[src/sv/tsca_pkg.sv]
package tsca_pkg;

  localparam int unsigned FRAME_BYTES = 9;
  localparam logic [3:0]  LAST_INDEX  = 4'(FRAME_BYTES - 1);
  localparam logic [7:0]  CRC_POLY    = 8'h8C;
  localparam logic [15:0] SIGN_MARK   = 16'h0800;
  localparam logic [6:0]  HUNDRED     = 7'd100;

  // reflected crc-8, one data bit per step, lsb first
  function automatic logic [7:0] crc8_byte(input logic [7:0] crc_in, input logic [7:0] data);
    logic [7:0] crc;
    crc = crc_in;
    for (int k = 0; k < 8; k++) begin
      if (crc[0] ^ data[k]) begin
        crc = (crc >> 1) ^ CRC_POLY;
      end else begin
        crc = crc >> 1;
      end
    end
    return crc;
  endfunction

  // sign, whole degrees in bits 14..8, hundredths in bits 6..0
  function automatic logic [15:0] pack_temp(input logic [15:0] x);
    logic [15:0] m;
    logic [10:0] hund;
    if ((x & SIGN_MARK) != 16'h0000) begin
      m = ~x + 16'd1 + SIGN_MARK;
    end else begin
      m = x;
    end
    hund = {7'd0, m[3:0]} * {4'd0, HUNDRED};
    return {m[11:4], 1'b0, hund[10:4]};
  endfunction

endpackage

[src/sv/temp_scratchpad_check_average_core.sv]
// a result is valid once the ninth byte of a frame is accepted and has passed stages s1, s2 and s3
// throughput: one byte per cycle; the ninth byte of a frame is held off only while
//   the previous frame's result is still in the three-stage average pipeline or unclaimed
// reset: rst_ni clears byte count, crc, sample window, running sum and last result
//   to zero; no clearing pass, the block takes bytes in the first cycle after reset
module temp_scratchpad_check_average_core
  import tsca_pkg::*;
#(
  parameter int unsigned AVG_WINDOW = 4
) (
  input  logic               clk_i,
  input  logic               rst_ni,
  input  logic               in_valid_i,
  output logic               in_stall_o,
  input  logic [7:0]         scratch_byte_i,
  output logic               out_valid_o,
  input  logic               out_stall_i,
  output logic               status_o,
  output logic [15:0]        temp_word_o,
  output logic signed [15:0] averaged_raw_o
);

  // history holds the previous window-1 accepted readings, oldest at index 0
  localparam int unsigned HIST_DEPTH = AVG_WINDOW - 1;
  // signed sum of a full window
  localparam int unsigned SUM_W = 16 + $clog2(AVG_WINDOW);
  // the sum plus an offset of AVG_WINDOW * 2^(SUM_W-1) is never negative and fits here
  localparam int unsigned U_W = SUM_W + $clog2(AVG_WINDOW + 1);
  localparam logic [U_W-1:0] OFFSET = U_W'(64'(AVG_WINDOW) << (SUM_W - 1));
  // floor(2^U_W / window): the quotient estimate is exact or one low
  localparam logic [U_W-1:0] RECIP = U_W'((64'd1 << U_W) / AVG_WINDOW);
  localparam logic [U_W-1:0] WIN_U = U_W'(AVG_WINDOW);

  // frame state
  logic [3:0]  byte_index_q, byte_index_d;
  logic [7:0]  crc_q, crc_d;
  logic [7:0]  raw_low_q, raw_high_q;
  logic [15:0] hist_q [HIST_DEPTH];
  logic signed [SUM_W-1:0] hist_sum_q, hist_sum_d;
  logic [15:0] last_temp_q, last_avg_q;

  // average pipeline
  logic                    s1_valid_q, s1_ok_q;
  logic signed [SUM_W-1:0] total_q;
  logic                    s2_valid_q, s2_ok_q;
  logic [U_W-1:0]          u_q;
  logic [2*U_W-1:0]        prod_q;
  logic                    s3_valid_q, s3_ok_q;
  logic [15:0]             avg_q;

  // result register
  logic        out_valid_q;
  logic        out_status_q;
  logic [15:0] out_temp_q, out_avg_q;

  logic                    in_accept, out_accept, frame_end, frame_ok, busy;
  logic [15:0]             sample;
  logic signed [SUM_W-1:0] sample_ext, oldest_ext, total_d;
  logic [U_W-1:0]          u_d, q0, rem;
  logic [U_W-1:0]          q_fix;

  // only one frame result is in flight at a time; bytes 0..7 are never held off
  assign busy       = s1_valid_q | s2_valid_q | s3_valid_q | out_valid_q;
  assign in_stall_o = (byte_index_q == LAST_INDEX) && busy;
  assign in_accept  = in_valid_i && !in_stall_o;
  assign out_accept = out_valid_q && !out_stall_i;
  assign frame_end  = in_accept && (byte_index_q == LAST_INDEX);

  assign crc_d    = crc8_byte(crc_q, scratch_byte_i);
  assign frame_ok = (crc_d == 8'h00);

  // reading from bytes 0 and 1, sign-extended into the sum width
  assign sample     = {raw_high_q, raw_low_q};
  assign sample_ext = {{(SUM_W - 16){sample[15]}}, sample};
  assign oldest_ext = {{(SUM_W - 16){hist_q[0][15]}}, hist_q[0]};
  assign total_d    = hist_sum_q + sample_ext;
  // running sum drops the oldest reading and takes the new one
  assign hist_sum_d = total_d - oldest_ext;

  assign byte_index_d = (byte_index_q == LAST_INDEX) ? 4'd0 : byte_index_q + 4'd1;

  always_ff @(posedge clk_i or negedge rst_ni) begin
    if (!rst_ni) begin
      byte_index_q <= 4'd0;
      crc_q        <= 8'h00;
      raw_low_q    <= 8'h00;
      raw_high_q   <= 8'h00;
      hist_sum_q   <= '0;
      for (int i = 0; i < HIST_DEPTH; i++) begin
        hist_q[i] <= 16'h0000;
      end
    end else if (in_accept) begin
      byte_index_q <= byte_index_d;
      if (byte_index_q == 4'd0) begin
        raw_low_q <= scratch_byte_i;
      end
      if (byte_index_q == 4'd1) begin
        raw_high_q <= scratch_byte_i;
      end
      if (frame_end) begin
        crc_q <= 8'h00;
        // a bad frame leaves the window alone
        if (frame_ok) begin
          hist_sum_q <= hist_sum_d;
          for (int i = 0; i + 1 < HIST_DEPTH; i++) begin
            hist_q[i] <= hist_q[i + 1];
          end
          hist_q[HIST_DEPTH - 1] <= sample;
        end
      end else begin
        crc_q <= crc_d;
      end
    end
  end

  // stage 2: offset the sum so that floor division becomes unsigned, then multiply
  // by the reciprocal of the window
  assign u_d = {{(U_W - SUM_W){total_q[SUM_W-1]}}, total_q} + OFFSET;

  // stage 3: the estimate may be one low, one compare fixes it
  assign q0    = prod_q[2*U_W-1:U_W];
  assign rem   = u_q - U_W'(q0 * WIN_U);
  assign q_fix = (rem >= WIN_U) ? q0 + U_W'(1) : q0;
  // the offset removed from the quotient is 2^(SUM_W-1), a multiple of 2^16,
  // so the low 16 bits are already the average

  always_ff @(posedge clk_i or negedge rst_ni) begin
    if (!rst_ni) begin
      s1_valid_q  <= 1'b0;
      s2_valid_q  <= 1'b0;
      s3_valid_q  <= 1'b0;
      out_valid_q <= 1'b0;
      last_temp_q <= 16'h0000;
      last_avg_q  <= 16'h0000;
    end else begin
      s1_valid_q <= frame_end;
      s2_valid_q <= s1_valid_q;
      s3_valid_q <= s2_valid_q;
      if (s3_valid_q) begin
        out_valid_q <= 1'b1;
        if (s3_ok_q) begin
          last_avg_q  <= avg_q;
          last_temp_q <= pack_temp(avg_q);
        end
      end else if (out_accept) begin
        out_valid_q <= 1'b0;
      end
    end
  end

  // pipeline payload, no reset needed
  always_ff @(posedge clk_i) begin
    if (frame_end) begin
      s1_ok_q <= frame_ok;
      total_q <= total_d;
    end
    if (s1_valid_q) begin
      s2_ok_q <= s1_ok_q;
      u_q     <= u_d;
      prod_q  <= {{U_W{1'b0}}, u_d} * {{U_W{1'b0}}, RECIP};
    end
    if (s2_valid_q) begin
      s3_ok_q <= s2_ok_q;
      avg_q   <= q_fix[15:0];
    end
    if (s3_valid_q) begin
      out_status_q <= !s3_ok_q;
      if (s3_ok_q) begin
        out_avg_q  <= avg_q;
        out_temp_q <= pack_temp(avg_q);
      end else begin
        // crc error repeats the last good result
        out_avg_q  <= last_avg_q;
        out_temp_q <= last_temp_q;
      end
    end
  end

  assign out_valid_o    = out_valid_q;
  assign status_o       = out_status_q;
  assign temp_word_o    = out_temp_q;
  assign averaged_raw_o = $signed(out_avg_q);

  // at most one frame result in flight
  a_single_result: assert property (@(posedge clk_i) disable iff (!rst_ni)
    $onehot0({s1_valid_q, s2_valid_q, s3_valid_q, out_valid_q}))
    else $error("more than one frame result in flight");

  // the last byte of a frame starts the average pipeline
  a_frame_starts: assert property (@(posedge clk_i) disable iff (!rst_ni)
    frame_end |=> s1_valid_q && byte_index_q == 4'd0)
    else $error("frame end did not start the pipeline");

  // a shown result always matches the held last result
  a_out_matches_last: assert property (@(posedge clk_i) disable iff (!rst_ni)
    out_valid_q |-> (out_temp_q == last_temp_q) && (out_avg_q == last_avg_q))
    else $error("result differs from last result");

  // only the ninth byte is ever held off
  a_stall_last_only: assert property (@(posedge clk_i) disable iff (!rst_ni)
    in_stall_o |-> byte_index_q == LAST_INDEX)
    else $error("stall on a byte other than the last");

  // a waiting result holds while stalled
  a_out_hold: assert property (@(posedge clk_i) disable iff (!rst_ni)
    out_valid_q && out_stall_i |=> out_valid_q && $stable(out_temp_q) && $stable(out_status_q))
    else $error("stalled result changed");

endmodule
[config.mk]
export PLATFORM = sky130hd
export DESIGN_NAME = temp_scratchpad_check_average_core
export DESIGN_NICKNAME = d
export VERILOG_FILES = /design/src/sv/tsca_pkg.sv /design/src/sv/temp_scratchpad_check_average_core.sv
export SDC_FILE = /design/constraint.sdc
export NUM_CORES = 1
export LEC_CHECK = 0
export BUFFER_PORTS_ARGS = -buffer_cell sky130_fd_sc_hd__buf_2
export CAP_MARGIN = 30
export CORE_ASPECT_RATIO = 1.4
export CORE_MARGIN = 10
export CORE_UTILIZATION = 33
export DETAILED_ROUTE_END_ITERATION = 8
export PLACE_DENSITY_LB_ADDON = 0.25
export REMOVE_ABC_BUFFERS = 1
export SLEW_MARGIN = 15
export SYNTH_ARGS = -nofsm -noshare
export SYNTH_HDL_FRONTEND = slang
export SYNTH_SLANG_ARGS = --single-unit
[constraint.sdc]
create_clock -name clk_i -period 7.14 [get_ports clk_i]
set_input_delay 0.357 -clock clk_i [delete_from_list [all_inputs] [get_ports clk_i]]
set_output_delay 0.357 -clock clk_i [all_outputs]
set_load 0.05 [all_outputs]
# Word level (Yosys, flattened, before mapping)
# Index checks and enable logic that the tools add are counted.
[word_totals] regBits=221 inputBits=12 output_inout_bits=35 wordCells=86
[classes] add_sub_neg=8 multipliers=1 magnitude_cmp=1 n_eq_ne=2 n_mux=18 bitwise_logic=20 n_reduce_logical=13
[ops] op="$mux W8" n=9
[ops] op="$mux W16" n=3
[ops] op="$mux W12" n=3
[ops] op="$not A2 Y3" n=8
[ops] op="$add A21 B20 Y21 const B" n=1
[ops] op="$ge A21 B3 Y1 const B" n=1
[ops] op="$sub A21 B21 Y21" n=1
[ops] op="$add A18 B16 Y18" n=1
[ops] op="$sub A18 B16 Y18" n=1
[ops] op="$add A16 B1 Y16 const B" n=1
[ops] op="$add A12 B1 Y12 const B" n=1
[ops] op="$add A12 B12 Y12 const B" n=1
[ops] op="$not A12 Y12" n=1
[ops] op="$mul A4 B5 Y9 const B" n=1
[ops] op="$logic_not A8 Y1" n=1
[ops] op="$xor A1 B1 Y1" n=8
[ops] op="$add A4 B1 Y4 const B" n=1
[ops] op="$eq A4 B1 Y1 const B" n=1
[ops] op="$eq A4 B4 Y1 const B" n=1
[ops] op="$logic_and A1 B1 Y1" n=4
[ops] op="$logic_not A4 Y1" n=1
[ops] op="$mux W4" n=1
[ops] op="$reduce_and A2 Y1" n=2
[ops] op="$logic_not A1 Y1" n=3
[ops] op="4 further kinds" n=7

# Logic depth before layout (Yosys ltp)
[depth] word_depth=18 depth_mapped=18 depth_no_buf=18

# Worst setup path before layout
# Ideal clock, no wire load.
[synth_path] path_type="reg-to-reg" startpoint="register raw_low_q[0]" endpoint="register hist_sum_q[17]" setup_ps=122 t_arrival_ps=3616 t_required_ps=7018 path_slack_ps=3401 stages_incl_launch_ff=19 path_buffers=0 synth_period_minus_slack_ps=3739 cell_sequence="dfrtp_1 -> ha_1 -> fa_1 -> a21o_1 -> a21oi_1 -> o21ai_0 -> a31o_2 -> a31oi_1 -> o21ai_0 -> xor2_1 -> ha_1 -> a21oi_1 -> nand2_1 -> o21bai_1 -> o2bb2ai_1 -> mux2i_1 -> xnor2_1 -> nand2_1 -> xnor2_1"
[synth_between] elab_chain_len=2
[synth_lines] item="start: declaration" line="temp_scratchpad_check_average_core.sv:37" source="logic [7:0] raw_low_q, raw_high_q;"
[synth_lines] item="start signal: assignment" line="temp_scratchpad_check_average_core.sv:95" source="raw_low_q <= scratch_byte_i;"
[synth_lines] item="$add A18 B16 Y18" line="temp_scratchpad_check_average_core.sv:76" source="assign total_d = hist_sum_q + sample_ext;"
[synth_lines] item="via total_d[14]" line="temp_scratchpad_check_average_core.sv:58" source="logic signed [SUM_W-1:0] sample_ext, oldest_ext, total_d;"
[synth_lines] item="$sub A18 B16 Y18" line="temp_scratchpad_check_average_core.sv:78" source="assign hist_sum_d = total_d - oldest_ext;"
[synth_lines] item="end signal: assignment" line="temp_scratchpad_check_average_core.sv:104" source="hist_sum_q <= hist_sum_d;"
[synth_lines] item="end: declaration" line="temp_scratchpad_check_average_core.sv:39" source="logic signed [SUM_W-1:0] hist_sum_q, hist_sum_d;"
# The timed path passes the listed nets, and every way through them passes these cells.
# A chain may end at the register's enable or synchronous reset.

# Worst setup path after layout
# Same ends and word-level chain as after synthesis.

==> impl_metrics.csv <==
group,metric,value,unit
cts,clkLatencyLatePin,0.51,ns
finish,diodes,0,
sta,finalSetupTns,0,ns
routing,drc,0,
floorplanning,dieArea,0.03764,sq mm
place,port_buffers,46,
synth,synthArstFlopShare,60.75,%
min_path,hp-class,"input pin to flop",
sta,period_share,59.14,%
sta,period_needed,4.222,ns
routing,vias,6113,
cts,cts_root_buffer,"clkbuf_16",
critical_path,cp.required,7.53,ns
floorplanning,std_cell_rows,75,
cts,htreeDepth,1,
global_route,grt_pass1_wl,32.27,mm
synth,synth_ff_type,"dfrtp_1",
global_route,grt_antenna_before_repair,0,
routing,dr.pass1.iters,5,
run,cap_violations,0,
synth,syn_area,0.009962,sq mm
sta,worst_pin_slew,0.8461,ns
routing,drt-total-wl,19.11,mm
finish,area_growth,14.36,%
routing,via_per_inst,4.674,
global_route,grt_overflow,0,
power_and_ir_drop,leakage,5.024,nW
place,place.gp.congestion,0.8513,
synth,syn_inst,851,
floorplanning,chipHeight,225.6,um
floorplanning,io_pins,47,
sta,fin_skew,0.01722,ns
synth,yosysSeqAreaShare,57.98,%
floorplanning,initial_core_util,33.38,%
sta,hold_slack,0.06301,ns
outcome,status,"finished clean",
critical_path,critical-path-slowest-cell,"fa_1",
routing,post_drt_wl_per_cell,14.61,um
critical_path,r2r_setup_slack,2.92,ns
global_route,grt_pass1_vias,6298,
sta,fmax,236.8,MHz
power_and_ir_drop,powerDensity,345.4,mW/mm^2
critical_path,cpPeakStageDelay,0.40,ns
critical_path,critical_path.max_fanout,5,
global_route,use_met2,18.29,%
cts,cts_max_path_buffers,3,
place,dp_cells,1265,
critical_path,end_kind,"flop",
critical_path,path_cells,"ha_1 -> fa_1 -> a21o_1 -> a21oi_1 -> o21ai_0 -> a31o_2 -> a31oi_1 -> o21ai_0 -> xor2_1 -> ha_1 -> a21oi_1 -> nand2_1 -> o21bai_1 -> o2bb2ai_1 -> mux2i_1 -> xnor2_1 -> nand2_1 -> xnor2_1",
finish,final_core_utilization,38.18,%
power_and_ir_drop,ir_drop,0.0002691,V
critical_path,crit_arrival,4.62,ns
finish,nFillCells,2938,
finish,final_cells,1308,
routing,dr.first_iter.drc_count,262,
power_and_ir_drop,power,0.003935,W
global_route,grt_max_degree,81,
floorplanning,core_area,0.02984,sq mm
synth,synth_cell_types,54,
cts,cts_tree,"built",
sta,finalHoldViolCount,0,
routing,drtAntennaViolNets,0,
synth,syn_area_per_cell,11.71,sq um
global_route,grt.total_usage,10.19,%
sta,rsz0062_at_grt,"no",
synth,synth_edf_count,84,
floorplanning,chipWidth,166.8,um
critical_path,cp-start-kind,"flop",
place,dp_hpwl,13.22,mm
sta,setup_viol,0,
global_route,busiest_layer,"met2",
global_route,grt_use_met3,1.862,%
finish,layout-drive-gt1-share,17.33,%
synth,yosysWarnings,0,
sta,drv_slew,0,
global_route,grt_use_met1,12.17,%
synth,ys_ff_latch,214,
cts,path_clk_slew,0.06,ns
cts,cts_sinks,214,
critical_path,crit_type,"flop to flop",
cts,numCtsBuffers,23,
finish,nNetsFinal,969,
sta,relSlewSlack,43.07,%
==> Yosys cell counts, drive strengths merged, types with 2 or more instances <==
library cell  instances  area share (%)
o21bai                6            0.45
o31ai                 7            0.53
nor2                 26            0.98
xnor2                48             4.4
nor4                  2            0.13
a31o                  2            0.18
o21a                  3            0.23
mux2i                 4            0.40
and3                  3            0.24
buf                  13             1.2
fa                    3            0.60
nand4                 4            0.25
nor2b                 7            0.44
a21oi                40             2.0
clkbuf               13            0.50
nand2b                9            0.57
ha                   48             6.0
a211oi                6            0.45
and2                  2            0.15
nand2               174             6.6
dfrtp               130              33
nor3b                 2            0.15
inv                  27             1.0
a21o                 13            0.98
mux2                 55             6.2
o21ai                71             3.8
edfxtp               84              25
nand3                14            0.70
xor2                 16             1.4
or3                   2            0.13
or4                   3            0.23
==> worst paths after layout <==
path                              endpoint    startpoint  cells past startpoint
max                         hist_sum_q[17]  raw_low_q[0]                     18
min                            out_valid_o   out_stall_i                      2
max reg2reg                 hist_sum_q[17]  raw_low_q[0]                     18
min reg2reg                         u_q[8]    total_q[8]                      0
max in group asynchronous         crc_q[4]        rst_ni                      3
min in group asynchronous  last_temp_q[14]        rst_ni                      2
==> layout by cell type, fill, tap and decap left out, types with 4 or more instances in the layout <==
cell	n
ha_1	48
mux2_2	55
o21ai_1	9
a21o_1	13
a21oi_1	40
edfxtp_1	84
dfrtp_1	130
nor2b_1	7
mux2i_1	4
nand2_1	173
clkbuf_16	23
nor2_1	26
nand2b_1	9
o31ai_1	7
xnor2_1	46
buf_2	46
a211oi_1	6
bufinv_16	4
o21ai_0	56
buf_4	8
nand4_1	4
o21ai_2	6
inv_1	27
o21bai_1	6
nand3_1	14
clkbuf_1	5
xor2_1	16
==> power breakdown <==
group | switching [W] | leakage [nW] | internal [W]
registers | 0.000146 | 2.42 | 0.00151
clock network | 0.000481 | 0.381 | 0.000770
logic | 0.000551 | 2.22 | 0.000474
==> kinds of logic (layout without fill, tap and decap cells) <==
group | Yosys count | in the layout | share of synthesized area [%]
AOI/OAI and AO/OA | 158 | 158 | 9.483
xor gates and xnor gates | 64 | 64 | 5.777
adders and majority gates | 51 | 51 | 6.632
buffers and inverters | 53 | 125 | 2.675
DFF | 214 | 214 | 57.98
muxes | 59 | 59 | 6.619
and+or+nand+nor | 252 | 252 | 10.84
==> routing by layer <==
metal,up-vias,share of wire [%]
li1,3084,-
met1,2931,44
met2,75,50
met3,23,4.3
met4,0,1.8
met5,-,0
==> state kept, by name (all words and copies together) (netlist names), 16 cells and up <==
name / cells
hist_q: 48
u_q: 16
total_q: 16
hist_sum_q: 18
avg_q: 16
averaged_raw_o: 16
temp_word_o: 16
last_avg_q: 16
last_temp_q: 16
==> critical path, delay by kind of cell, from the launching register on <==
family          cells  cell delay (ns)
simple gates        2             0.19
compound gates      9             1.81
xor+xnor            3             0.50
flops               1             0.39
mux                 1             0.21
fa+ha+maj           3             1.01
==> repair_timing <==
action                                 in CTS  in global routing
setup buffers                               0                  0
hold buffers                                1                  0
resized for setup                           0                  0
endpoints found under the hold margin      79                  0
==> layout make-up <==
cell class | count | area [sq um] | area share [%]
timing repair buffer | 56 | 311.5 | 2.735
sequential | 214 | 5776 | 50.70
clock inverter | 11 | 163.9 | 1.439
tap | 385 | 481.7 | 4.228
inverter | 27 | 101.3 | 0.8896
multi-input combinational | 584 | 3923 | 34.43
clock buffer | 31 | 635.6 | 5.579
==> stage by stage <==
step	worst slack [ns]	cell area, sq um
floorplan	2.978	9797
global placement	2.968	10580
detailed placement	2.928	10580
CTS	2.914	11390
global route	2.636	11390
finish	2.918	11390
Power figures use the tool's default switching activity.
